$ cat src/grfp_pkg.sv
// ----------------------------------------------------------------------------
// grfp_pkg
// Types and frame constants for the gimbal reply frame parser.
// ----------------------------------------------------------------------------
package grfp_pkg;

  // Angle frame
  localparam logic [7:0] AngleHdr0   = 8'h3E;
  localparam logic [7:0] AngleHdr1   = 8'h3D;
  localparam logic [7:0] AngleHdr2   = 8'h36;
  localparam logic [7:0] AngleHdr3   = 8'h73;
  localparam logic [5:0] PayloadLen  = 6'd54;
  localparam logic [5:0] RollFirst   = 6'd5;
  localparam logic [5:0] RollLast    = 6'd8;
  localparam logic [5:0] PitchFirst  = 6'd23;
  localparam logic [5:0] PitchLast   = 6'd26;
  localparam logic [5:0] YawFirst    = 6'd41;
  localparam logic [5:0] YawLast     = 6'd44;

  // Zoom frame
  localparam logic [7:0] ZoomHdr0    = 8'h90;
  localparam logic [7:0] ZoomHdr1    = 8'h50;
  localparam logic [7:0] ZoomTrailer = 8'hFF;
  localparam logic [2:0] NibbleCount = 3'd4;

  typedef enum logic [2:0] {
    ANGLE_IDLE    = 3'd0,
    ANGLE_H1      = 3'd1,
    ANGLE_H2      = 3'd2,
    ANGLE_H3      = 3'd3,
    ANGLE_PAYLOAD = 3'd4,
    ANGLE_CHECK   = 3'd5
  } angle_phase_e;

  typedef enum logic [1:0] {
    ZOOM_IDLE    = 2'd0,
    ZOOM_H1      = 2'd1,
    ZOOM_NIBBLES = 2'd2,
    ZOOM_TRAILER = 2'd3
  } zoom_phase_e;

  typedef struct packed {
    logic        angle_valid;
    logic [31:0] roll_raw;
    logic [31:0] pitch_raw;
    logic [31:0] yaw_raw;
    logic        zoom_valid;
    logic [15:0] zoom_value;
  } result_t;

  typedef struct packed {
    logic        ok;
    logic [31:0] roll;
    logic [31:0] pitch;
    logic [31:0] yaw;
  } angle_res_t;

  typedef struct packed {
    logic        ok;
    logic [15:0] value;
  } zoom_res_t;

endpackage

$ cat src/gimbal_reply_frame_parser_core.sv
// ----------------------------------------------------------------------------
// gimbal_reply_frame_parser_core
// Runs the angle and zoom frame recognizers on each received byte and
// reports completed frames.
//
//   channel | direction | handshake               | payload
//   --------+-----------+-------------------------+----------------------------
//   in      | input     | in_valid_i / in_stall_o  | rx_byte_i
//   out     | output    | out_valid_o / out_stall_i| angle/roll/pitch/yaw/zoom
//
// One byte per cycle while in_stall_o is low; a completed frame's result is
// registered in the result register, or parked in the skid stage behind it.
// Reset clears both recognizers to idle and empties the result stage.
// in_stall_o rises only when a result is held by out_stall_i and a second
// one has been parked in the skid stage; it falls once the held word is taken.
// ----------------------------------------------------------------------------
module gimbal_reply_frame_parser_core
  import grfp_pkg::*;
(
  input  logic        clk_i,
  input  logic        rst_ni,
  input  logic        in_valid_i,
  output logic        in_stall_o,
  input  logic [7:0]  rx_byte_i,
  output logic        out_valid_o,
  input  logic        out_stall_i,
  output logic        angle_valid_o,
  output logic [31:0] roll_raw_o,
  output logic [31:0] pitch_raw_o,
  output logic [31:0] yaw_raw_o,
  output logic        zoom_valid_o,
  output logic [15:0] zoom_value_o
);

  logic       accept;
  logic       full;
  angle_res_t angle_res;
  zoom_res_t  zoom_res;
  result_t    res;
  result_t    out_word;

  assign in_stall_o = full;
  assign accept     = in_valid_i && !full;

  grfp_angle u_angle (
    .clk_i        (clk_i),
    .rst_ni       (rst_ni),
    .byte_valid_i (accept),
    .byte_i       (rx_byte_i),
    .res_o        (angle_res)
  );

  grfp_zoom u_zoom (
    .clk_i        (clk_i),
    .rst_ni       (rst_ni),
    .byte_valid_i (accept),
    .byte_i       (rx_byte_i),
    .res_o        (zoom_res)
  );

  always_comb begin
    res.angle_valid = angle_res.ok;
    res.roll_raw    = angle_res.roll;
    res.pitch_raw   = angle_res.pitch;
    res.yaw_raw     = angle_res.yaw;
    res.zoom_valid  = zoom_res.ok;
    res.zoom_value  = zoom_res.value;
  end

  grfp_outbuf u_outbuf (
    .clk_i       (clk_i),
    .rst_ni      (rst_ni),
    .res_valid_i (angle_res.ok || zoom_res.ok),
    .res_i       (res),
    .full_o      (full),
    .out_valid_o (out_valid_o),
    .out_stall_i (out_stall_i),
    .out_o       (out_word)
  );

  assign angle_valid_o = out_word.angle_valid;
  assign roll_raw_o    = out_word.roll_raw;
  assign pitch_raw_o   = out_word.pitch_raw;
  assign yaw_raw_o     = out_word.yaw_raw;
  assign zoom_valid_o  = out_word.zoom_valid;
  assign zoom_value_o  = out_word.zoom_value;

endmodule

$ cat src/grfp_angle.sv
// ----------------------------------------------------------------------------
// grfp_angle
// Angle frame recognizer: header match, payload sum and word capture.
// ----------------------------------------------------------------------------
module grfp_angle
  import grfp_pkg::*;
(
  input  logic       clk_i,
  input  logic       rst_ni,
  input  logic       byte_valid_i,
  input  logic [7:0] byte_i,
  output angle_res_t res_o
);

  angle_phase_e phase_q, phase_d;
  logic [5:0]   count_q, count_d;
  logic [7:0]   sum_q, sum_d;
  logic [31:0]  roll_q, roll_d;
  logic [31:0]  pitch_q, pitch_d;
  logic [31:0]  yaw_q, yaw_d;
  logic         ok;
  logic [5:0]   count_inc;
  logic [5:0]   roll_off, pitch_off, yaw_off;

  assign count_inc = count_q + 6'd1;
  assign roll_off  = count_inc - RollFirst;
  assign pitch_off = count_inc - PitchFirst;
  assign yaw_off   = count_inc - YawFirst;

  always_comb begin
    phase_d = phase_q;
    count_d = count_q;
    sum_d   = sum_q;
    roll_d  = roll_q;
    pitch_d = pitch_q;
    yaw_d   = yaw_q;
    ok      = 1'b0;
    if (byte_valid_i) begin
      unique case (phase_q)
        ANGLE_IDLE: begin
          if (byte_i == AngleHdr0) begin
            count_d = '0;
            sum_d   = '0;
            phase_d = ANGLE_H1;
          end
        end
        ANGLE_H1: phase_d = (byte_i == AngleHdr1) ? ANGLE_H2 : ANGLE_IDLE;
        ANGLE_H2: phase_d = (byte_i == AngleHdr2) ? ANGLE_H3 : ANGLE_IDLE;
        ANGLE_H3: phase_d = (byte_i == AngleHdr3) ? ANGLE_PAYLOAD : ANGLE_IDLE;
        ANGLE_PAYLOAD: begin
          count_d = count_inc;
          sum_d   = sum_q + byte_i;
          // drop the byte into its lane of the little-endian word
          if (count_inc >= RollFirst && count_inc <= RollLast) begin
            roll_d[roll_off[1:0]*8 +: 8] = byte_i;
          end else if (count_inc >= PitchFirst && count_inc <= PitchLast) begin
            pitch_d[pitch_off[1:0]*8 +: 8] = byte_i;
          end else if (count_inc >= YawFirst && count_inc <= YawLast) begin
            yaw_d[yaw_off[1:0]*8 +: 8] = byte_i;
          end
          if (count_inc == PayloadLen) begin
            phase_d = ANGLE_CHECK;
          end
        end
        ANGLE_CHECK: begin
          phase_d = ANGLE_IDLE;
          ok      = (sum_q == byte_i);
        end
        default: phase_d = ANGLE_IDLE;
      endcase
    end
  end

  always_ff @(posedge clk_i or negedge rst_ni) begin
    if (!rst_ni) begin
      phase_q <= ANGLE_IDLE;
      count_q <= '0;
      sum_q   <= '0;
      roll_q  <= '0;
      pitch_q <= '0;
      yaw_q   <= '0;
    end else begin
      phase_q <= phase_d;
      count_q <= count_d;
      sum_q   <= sum_d;
      roll_q  <= roll_d;
      pitch_q <= pitch_d;
      yaw_q   <= yaw_d;
    end
  end

  // words are untouched on the checksum byte, so the held values go out
  assign res_o.ok    = ok;
  assign res_o.roll  = ok ? roll_q  : '0;
  assign res_o.pitch = ok ? pitch_q : '0;
  assign res_o.yaw   = ok ? yaw_q   : '0;

endmodule

$ cat src/grfp_zoom.sv
// ----------------------------------------------------------------------------
// grfp_zoom
// Zoom frame recognizer: header, four nibble bytes, trailing FF.
// ----------------------------------------------------------------------------
module grfp_zoom
  import grfp_pkg::*;
(
  input  logic       clk_i,
  input  logic       rst_ni,
  input  logic       byte_valid_i,
  input  logic [7:0] byte_i,
  output zoom_res_t  res_o
);

  zoom_phase_e phase_q, phase_d;
  logic [2:0]  count_q, count_d;
  logic [15:0] accum_q, accum_d;
  logic        ok;
  logic [2:0]  count_inc;

  assign count_inc = count_q + 3'd1;

  always_comb begin
    phase_d = phase_q;
    count_d = count_q;
    accum_d = accum_q;
    ok      = 1'b0;
    if (byte_valid_i) begin
      unique case (phase_q)
        ZOOM_IDLE: begin
          if (byte_i == ZoomHdr0) begin
            count_d = '0;
            accum_d = '0;
            phase_d = ZOOM_H1;
          end
        end
        ZOOM_H1: phase_d = (byte_i == ZoomHdr1) ? ZOOM_NIBBLES : ZOOM_IDLE;
        ZOOM_NIBBLES: begin
          if (byte_i[7:4] == 4'h0) begin
            count_d = count_inc;
            accum_d = {accum_q[11:0], byte_i[3:0]};
            if (count_inc == NibbleCount) begin
              phase_d = ZOOM_TRAILER;
            end
          end else begin
            phase_d = ZOOM_IDLE;
          end
        end
        ZOOM_TRAILER: begin
          phase_d = ZOOM_IDLE;
          ok      = (byte_i == ZoomTrailer);
        end
        default: phase_d = ZOOM_IDLE;
      endcase
    end
  end

  always_ff @(posedge clk_i or negedge rst_ni) begin
    if (!rst_ni) begin
      phase_q <= ZOOM_IDLE;
      count_q <= '0;
      accum_q <= '0;
    end else begin
      phase_q <= phase_d;
      count_q <= count_d;
      accum_q <= accum_d;
    end
  end

  assign res_o.ok    = ok;
  assign res_o.value = ok ? accum_q : '0;

endmodule

$ cat src/grfp_outbuf.sv
// ----------------------------------------------------------------------------
// grfp_outbuf
// Result register with a skid stage in front of the output channel.
// ----------------------------------------------------------------------------
module grfp_outbuf
  import grfp_pkg::*;
(
  input  logic    clk_i,
  input  logic    rst_ni,
  input  logic    res_valid_i,
  input  result_t res_i,
  output logic    full_o,
  output logic    out_valid_o,
  input  logic    out_stall_i,
  output result_t out_o
);

  logic    main_valid_q, main_valid_d;
  logic    skid_valid_q, skid_valid_d;
  result_t main_q, main_d;
  result_t skid_q, skid_d;
  logic    pop;

  assign pop = main_valid_q && !out_stall_i;

  always_comb begin
    main_valid_d = main_valid_q;
    skid_valid_d = skid_valid_q;
    main_d       = main_q;
    skid_d       = skid_q;
    if (skid_valid_q) begin
      // input is held off; drain the skid word into the main slot
      if (pop) begin
        main_d       = skid_q;
        skid_valid_d = 1'b0;
      end
    end else if (res_valid_i) begin
      if (!main_valid_q || pop) begin
        main_d       = res_i;
        main_valid_d = 1'b1;
      end else begin
        skid_d       = res_i;
        skid_valid_d = 1'b1;
      end
    end else if (pop) begin
      main_valid_d = 1'b0;
    end
  end

  always_ff @(posedge clk_i or negedge rst_ni) begin
    if (!rst_ni) begin
      main_valid_q <= 1'b0;
      skid_valid_q <= 1'b0;
    end else begin
      main_valid_q <= main_valid_d;
      skid_valid_q <= skid_valid_d;
    end
  end

  always_ff @(posedge clk_i) begin
    main_q <= main_d;
    skid_q <= skid_d;
  end

  assign full_o      = skid_valid_q;
  assign out_valid_o = main_valid_q;
  assign out_o       = main_q;

endmodule

$ cat config.mk
export PLATFORM = sky130hd
export DESIGN_NAME = gimbal_reply_frame_parser_core
export DESIGN_NICKNAME = d
export VERILOG_FILES = /design/src/grfp_pkg.sv /design/src/gimbal_reply_frame_parser_core.sv /design/src/grfp_angle.sv /design/src/grfp_zoom.sv /design/src/grfp_outbuf.sv
export SDC_FILE = /design/constraint.sdc
export NUM_CORES = 1
export LEC_CHECK = 0
export ABC_AREA = 0
export BUFFER_PORTS_ARGS = -buffer_cell sky130_fd_sc_hd__buf_2
export CAP_MARGIN = 20
export CORE_AREA = 4 4 220 136
export CTS_BUF_LIST = sky130_fd_sc_hd__clkbuf_8
export DETAILED_ROUTE_END_ITERATION = 6
export DIE_AREA = 0 0 224 140
export PLACE_DENSITY = 0.8
export SKIP_LAST_GASP = 1
export SYNTH_ARGS = -nofsm -noshare
export SYNTH_HDL_FRONTEND = slang
export SYNTH_SLANG_ARGS = --single-unit
$ cat constraint.sdc
create_clock -name clk_i -period 13.7 [get_ports clk_i]
set_input_delay 2.055 -clock clk_i [delete_from_list [all_inputs] [get_ports clk_i]]
set_output_delay 2.055 -clock clk_i [all_outputs]
set_load 0.02 [all_outputs]
==> metrics.md, run 1 <==
| Metric | Value |
|---|---|
| Drt initial violations | `661` |
| Full die area | `31400 sq um` |
| Leak | `0.00747 uW` |
| Slew at the pin closest to its max-slew limit | `1110 ps` |
| Post-synthesis sequential area ratio | `67.6%` |
| First-pass GRT wire length | `52.2 mm` |
| Primary FF master, synth | `edfxtp_1` |
| Crit path DAT | `4910 ps` |
| Post-synth EDFFs | `228` |
| Most frequent cell after synthesis | `edfxtp_1` |
| Pwr/cell area | `116 nW/um^2` |
| Area growth syn-to-layout | `12.7%` |
| Startpoint Class | `primary input` |
| 1st-pass router iterations | `5` |
| CTS Root Cell | `clkbuf_8` |
| Layout cell share with drive strength beyond 1 | `23.4%` |
| Final setup viols | `0` |
| Reg area | `10300 sq um` |
| Worst Setup End Kind | `flip-flop` |
| CP max stage delay | `740 ps` |
| IO Pins | `128` |
| H-tree levels | `2` |
| Drt wl/cell | `19.6 um` |
| Placed wire-length estimate | `21.3 mm` |
| Mapped Cells | `1097` |
| Worst min path class | `reg2reg` |
| # clock sinks | `364` |
| Placer Congestion | `0.867` |
| Post-route worst setup slack | `8970 ps` |
| Number of buffers created by CTS | `52` |
| Post-DRT Antenna Nets | `0` |
| # nets final | `1263` |
| Max Cap Viol | `0` |
| Die Ht | `140 um` |
| Largest net degree at the start of global routing | `97` |
| Setup TNS Final | `0 ps` |
| WS Path Type | `in2reg` |
| Slew HR | `26.2%` |
| Synth area leaders | `edfxtp_1 (45%), dfrtp_1 (22%), mux2_2 (6.1%)` |
| Vias in the first global route | `9254` |
| CP max-delay cell | `buf_4` |
| Multi-input logic area | `4610 sq um` |
| Max VDD drop | `66.7 uV` |
| Std-Cell Rows | `48` |
| Mean Syn Cell Area | `13.8 sq um` |
| Antenna violations before repair | `0` |
| Number of distinct library cells after synthesis | `62` |
| DRT Wirelength | `32.3 mm` |
| Horiz. Die Dim | `224 um` |
| Synthesized cell area | `15200 sq um` |
| TritonCTS clock tree | `yes` |
| Required @ worst endpoint | `13890 ps` |
| Vias per inst | `5.53` |
| Status | `completed` |
| Fillers | `2183` |
| Max Freq | `212 MHz` |
| Max-slew violations | `0` |
| Synth top area share | `45.1%` |
| Fin. Hold Viols | `0` |
| Clock period minus worst slack | `4730 ps` |
| RSZ-0062 raised after global routing | `no` |
| Post-synth top cells | `edfxtp_1 (228), dfrtp_1 (136), a21o_1 (115), and2_1 (114)` |
| Cts hold-fix bufs | `0` |
| Ant. Diodes | `0` |
| Synth warn | `0` |
| Number of register bits inferred by synthesis | `364` |
| Congestion Overflow GR | `0` |
| DRC viols | `0` |
| Synthesized Nets | `1126` |
| FFs w/ async S/R, synth | `37.4%` |
| Via count | `9124` |
| Worst-path clk slew | `70 ps` |
| Setup Skew | `27.2 ps` |
| Overall power | `1980 uW` |
| Initial Util | `53.8%` |
| Core ar. | `28200 sq um` |
| Worst path cell trace | `buf_2 > ha_1 > nor4b_1 > nand4_1 > o31a_1 > nor2_4 > buf_4` |
| Synth area leader | `edfxtp_1` |
| Setup WS pre-CTS | `8420 ps` |
| Clk buf depth | `3` |
| Resized Gates After CTS | `0` |
| Postcts setup bufs | `0` |
| Hold_ws | `484 ps` |
| Port buffer count | `127` |
| Aggregate global-route resource usage | `20.9%` |
| Period utilization | `34.5%` |
| Clock Latency Late Sink | `590 ps` |
| Worst-path fanout max | `67` |
## kinds of logic (layout without fill, tap and decap cells)
kind of cell	count (synthesis)	in the layout	share of synthesized area [%]
AOI/OAI and AO/OA	201	201	9.36
and+or+nand+nor	334	334	11.9
DFF	364	364	67.6
xor gates and xnor gates	8	8	0.462
buffers and inverters	76	255	2.14
muxes	97	97	7.08
adders and majority gates	17	17	1.45
## routing by layer
metal	part of all wire [%]	vias up	routed length [um]	GRT usage [%]
met3	7.3	42	2360	5.80
met4	1.3	0	430	4.21
met1	48	4564	15600	32.3
li1	-	4224	-	-
met2	43	294	13900	29.9
met5	0	-	0	0
## cell usage in the layout, fill, tap and decap left out, types with 16 or more instances in the layout
master,instances
edfxtp_1,228
ha_1,16
and2_1,114
buf_2,126
inv_1,43
mux2_2,82
o21ai_0,39
clkbuf_8,53
nor2_1,63
dfrtp_1,135
a21o_1,115
nand2_1,82
## through the flow
stage	util [%]	instance area (sq um)	std cells
finish	60.7	17100	1651
global route	60.7	17100	1651
CTS	60.7	17100	1651
detailed placement	57.3	16100	1555
global placement	57.3	16100	1555
floorplan	-	15200	1097
## registers in the layout, summed over array words and instances (netlist names)
register              cells
u_outbuf.out_valid_o      1
u_angle.sum_q             8
u_zoom.count_q            3
u_zoom.phase_q            2
u_angle.pitch_q          32
u_outbuf.out_o          114
u_angle.yaw_q            32
u_outbuf.full_o           1
u_angle.roll_q           32
u_angle.phase_q           3
u_outbuf.skid_q         114
u_angle.count_q           6
u_zoom.accum_q           16
## path summary, 6_finish.rpt
| check | to | cells past startpoint | slack (ps) | from |
|---|---|---|---|---|
| worst max-delay path | u_outbuf.skid_q[50] | 7 | 8970 | rx_byte_i[3] |
| worst min-delay path | u_zoom.accum_q[13] | 2 | 480 | u_zoom.accum_q[13] |
| worst max register to register | u_angle.roll_q[1] | 6 | 10200 | u_angle.count_q[0] |
| worst min register to register | u_zoom.accum_q[13] | 2 | 480 | u_zoom.accum_q[13] |
| max in group asynchronous | u_outbuf.full_o | 2 | 10830 | rst_ni |
| min in group asynchronous | u_angle.yaw_q[9] | 1 | 1460 | rst_ni |
## report_power, final
| part | switching (uW) | total, uW | internal, uW |
|---|---|---|---|
| logic | 19.1 | 24.5 | 5.38 |
| registers | 0.316 | 1160 | 1160 |
| clock network | 396 | 794 | 398 |
| total | 416 | 1980 | 1560 |
## layout make-up
| cell class | instances | share of cell area (%) |
|---|---|---|
| clock buffers | 53 | 4.27 |
| clock inverters | 43 | 1.32 |
| inverters | 21 | 0.461 |
| multi-input cells | 657 | 27.0 |
| flip-flops and latches | 364 | 60.0 |
| well taps | 375 | 2.74 |
| repair buffers | 138 | 4.24 |
## worst max-delay path: cells and delay by family
family	cells	cell delay [ps]
AND/OR/NAND/NOR	3	1080
buffers and inverters	2	920
adder cells (fa/ha/maj)	1	400
AO/OA/AOI/OAI	1	410
No activity file was read; power rests on OpenSTA's default activity.
==> run 2: changes to the inputs <==
clock period = 4.38 ns   (was 13.7 ns; I/O delays follow)
==> metrics.md, run 2 (synthesis gave the netlist of run 1 again) <==
| Metric | Value |
|---|---|
| Status | `completed` |
| Horiz. Die Dim | `224 um (unchanged)` |
| CP dominant cell by count | `nor2b_1` |
| Slew HR | `38.5% (+12 points)` |
| WS Path Type | `reg2reg` |
| R2R Setup Slk | `910 ps (-9290 ps)` |
| Reg area | `10300 sq um (unchanged)` |
| Setup Skew | `18.3 ps (-8.99 ps)` |
| Layout cell share with drive strength beyond 1 | `24.5% (+1.2 points)` |
| Cts hold-fix bufs | `0 (unchanged)` |
| Max Freq | `288 MHz` |
| Startpoint Class | `flip-flop` |
| Final setup viols | `0 (unchanged)` |
| R2R depth | `6 (unchanged)` |
| Worst Setup End Kind | `flip-flop` |
| Most frequent cells in the layout | `edfxtp_1 (228), dfrtp_1 (135), buf_2 (126)` |
| Buf/Inv on CP | `0 (-2)` |
| Worst-path clk slew | `70 ps (about the same)` |
| Clock Latency Late Sink | `590 ps (about the same)` |
| Std-Cell Rows | `48 (unchanged)` |
| Setup TNS Final | `0 ps (unchanged)` |
| Worst path depth | `6 (-1)` |
| Via count | `9060 (-0.70%)` |
| Worst-path fanout max | `17 (-75%)` |
| Postcts setup bufs | `0 (unchanged)` |
| Worst min path class | `in2async` |
| CP startpoint | `u_angle.count_q[1]` |
| CP max-delay cell | `nor2b_1` |
| Area growth syn-to-layout | `13.8%` |
| Die Ht | `140 um (unchanged)` |
| Fin. Hold Viols | `0 (unchanged)` |
| CTS Root Cell | `clkbuf_8` |
| RSZ-0062 raised after global routing | `no` |
| IO Pins | `128 (unchanged)` |
| Vias in the first global route | `9168 (-0.93%)` |
| # clock sinks | `364 (unchanged)` |
| Required @ worst endpoint | `4850 ps (-9040 ps)` |
| Full die area | `31400 sq um (unchanged)` |
| Max Cap Viol | `0 (unchanged)` |
| Placer Congestion | `0.906 (+4.4%)` |
| TritonCTS clock tree | `yes` |
| Period utilization | `79.3%` |
| RR Startpoint | `u_angle.count_q[1]` |
| Hold_ws | `103 ps (-381 ps)` |
| Clock period minus worst slack | `3470 ps` |
| Worst path cell trace | `ha_1 > nor2b_1 > nand3b_1 > a211oi_1 > nor2b_1 > mux2_2` |
| Core ar. | `28200 sq um (unchanged)` |
| Resized Gates After CTS | `0 (unchanged)` |
| Commonest non-fill, non-tap cell in the layout | `edfxtp_1` |
| Pwr/cell area | `366 nW/um^2 (+220%)` |
| Number of buffers created by CTS | `52 (unchanged)` |
| Max-slew violations | `0 (unchanged)` |
| Crit path DAT | `3940 ps (-970 ps)` |
| Leak | `0.00756 uW (+1.3%)` |
| Vias per inst | `5.47 (-1.0%)` |
| Drt wl/cell | `19.7 um (+0.73%)` |
| Fillers | `2172 (-0.50%)` |
| Placed wire-length estimate | `21.5 mm (+0.74%)` |
| Initial Util | `53.8% (unchanged)` |
| DRC viols | `0 (unchanged)` |
| First-pass GRT wire length | `52.7 mm (+0.98%)` |
| Max VDD drop | `213 uV (+220%)` |
| Overall power | `6320 uW (+220%)` |
| 1st-pass router iterations | `5 (unchanged)` |
| Drt initial violations | `707 (+7.0%)` |
| H-tree levels | `2 (unchanged)` |
| DRT Wirelength | `32.7 mm (+1.0%)` |
| FF-to-FF End | `u_angle.roll_q[22]` |
| Aggregate global-route resource usage | `21.1% (+0.21 points)` |
| CP max stage delay | `710 ps (-30 ps)` |
| Ant. Diodes | `0 (unchanged)` |
| Antenna violations before repair | `0 (unchanged)` |
| Congestion Overflow GR | `0 (unchanged)` |
| CP top delay family | `simple AND/OR/NAND/NOR gates` |
| Clk buf depth | `3 (unchanged)` |
| Multi-input logic area | `4610 sq um (unchanged)` |
| Slew at the pin closest to its max-slew limit | `916 ps (-191 ps)` |
| Post-DP Area | `16200 sq um (+0.34%)` |
| Post-DRT Antenna Nets | `0 (unchanged)` |
| Largest net degree at the start of global routing | `103 (+6.2%)` |
| Final Cell Area | `17300 sq um (+0.95%)` |
| # nets final | `1267 (+0.32%)` |
| Port buffer count | `127 (unchanged)` |
| Critical path endpoint | `u_angle.roll_q[22]` |
[run 2: through the flow]
step / instances / setup slack, ps / utilization (%)
finish: 1656 / 905 / 61.3
global route: 1656 / 600 / 61.3
CTS: 1655 / 943 / 61.2
detailed placement: 1558 / 956 / 57.5
global placement: 1557 / 1070 / 57.4
floorplan: 1097 / 160 / -
[run 2: how the worst min path moves through the flow]
stage	from	to	cells past startpoint
2_1_floorplan	rst_ni	u_angle.count_q[0]	0
3_3_place_gp	u_zoom.accum_q[13]	u_zoom.accum_q[13]	2
3_5_place_dp	u_zoom.accum_q[15]	u_zoom.accum_q[15]	2
4_1_cts	rst_ni	u_angle.pitch_q[5]	1
5_1_grt	rst_ni	u_angle.yaw_q[12]	1
6_report	rst_ni	u_angle.roll_q[13]	1
[run 2: layout make-up]
| class | count | area share, % |
|---|---|---|
| clock inverters | 35 | 1.05 |
| flip-flops and latches | 364 | 59.4 |
| multi-input cells | 657 | 26.7 |
| clock buffers | 62 | 4.94 |
| well taps | 375 | 2.72 |
| inverters | 21 | 0.457 |
| repair buffers | 142 | 4.68 |
[run 2: per-layer routing]
| metal | share of wire (%) | global-route usage [%] | vias to the layer above |
|---|---|---|---|
| li1 | - | - | 4231 |
| met1 | 48 | 32.6 | 4510 |
| met2 | 43 | 29.9 | 268 |
| met3 | 7.2 | 5.45 | 51 |
| met4 | 1.9 | 5.58 | 0 |
| met5 | 0 | 0 | - |
[run 2: worst reg2reg max path: cells and delay by family, from the launching register on]
kind | cells | cell delay, ps
AND/OR/NAND/NOR | 3 | 1110
AO/OA/AOI/OAI | 1 | 600
multiplexers | 1 | 420
adder cells (fa/ha/maj) | 1 | 610
flip-flops | 1 | 630
[run 2: power breakdown]
group          switching (uW)  internal [uW]
Sequential              0.822           3620
Combinational            59.3           17.4
Clock                    1270           1350
Total                    1330           4990
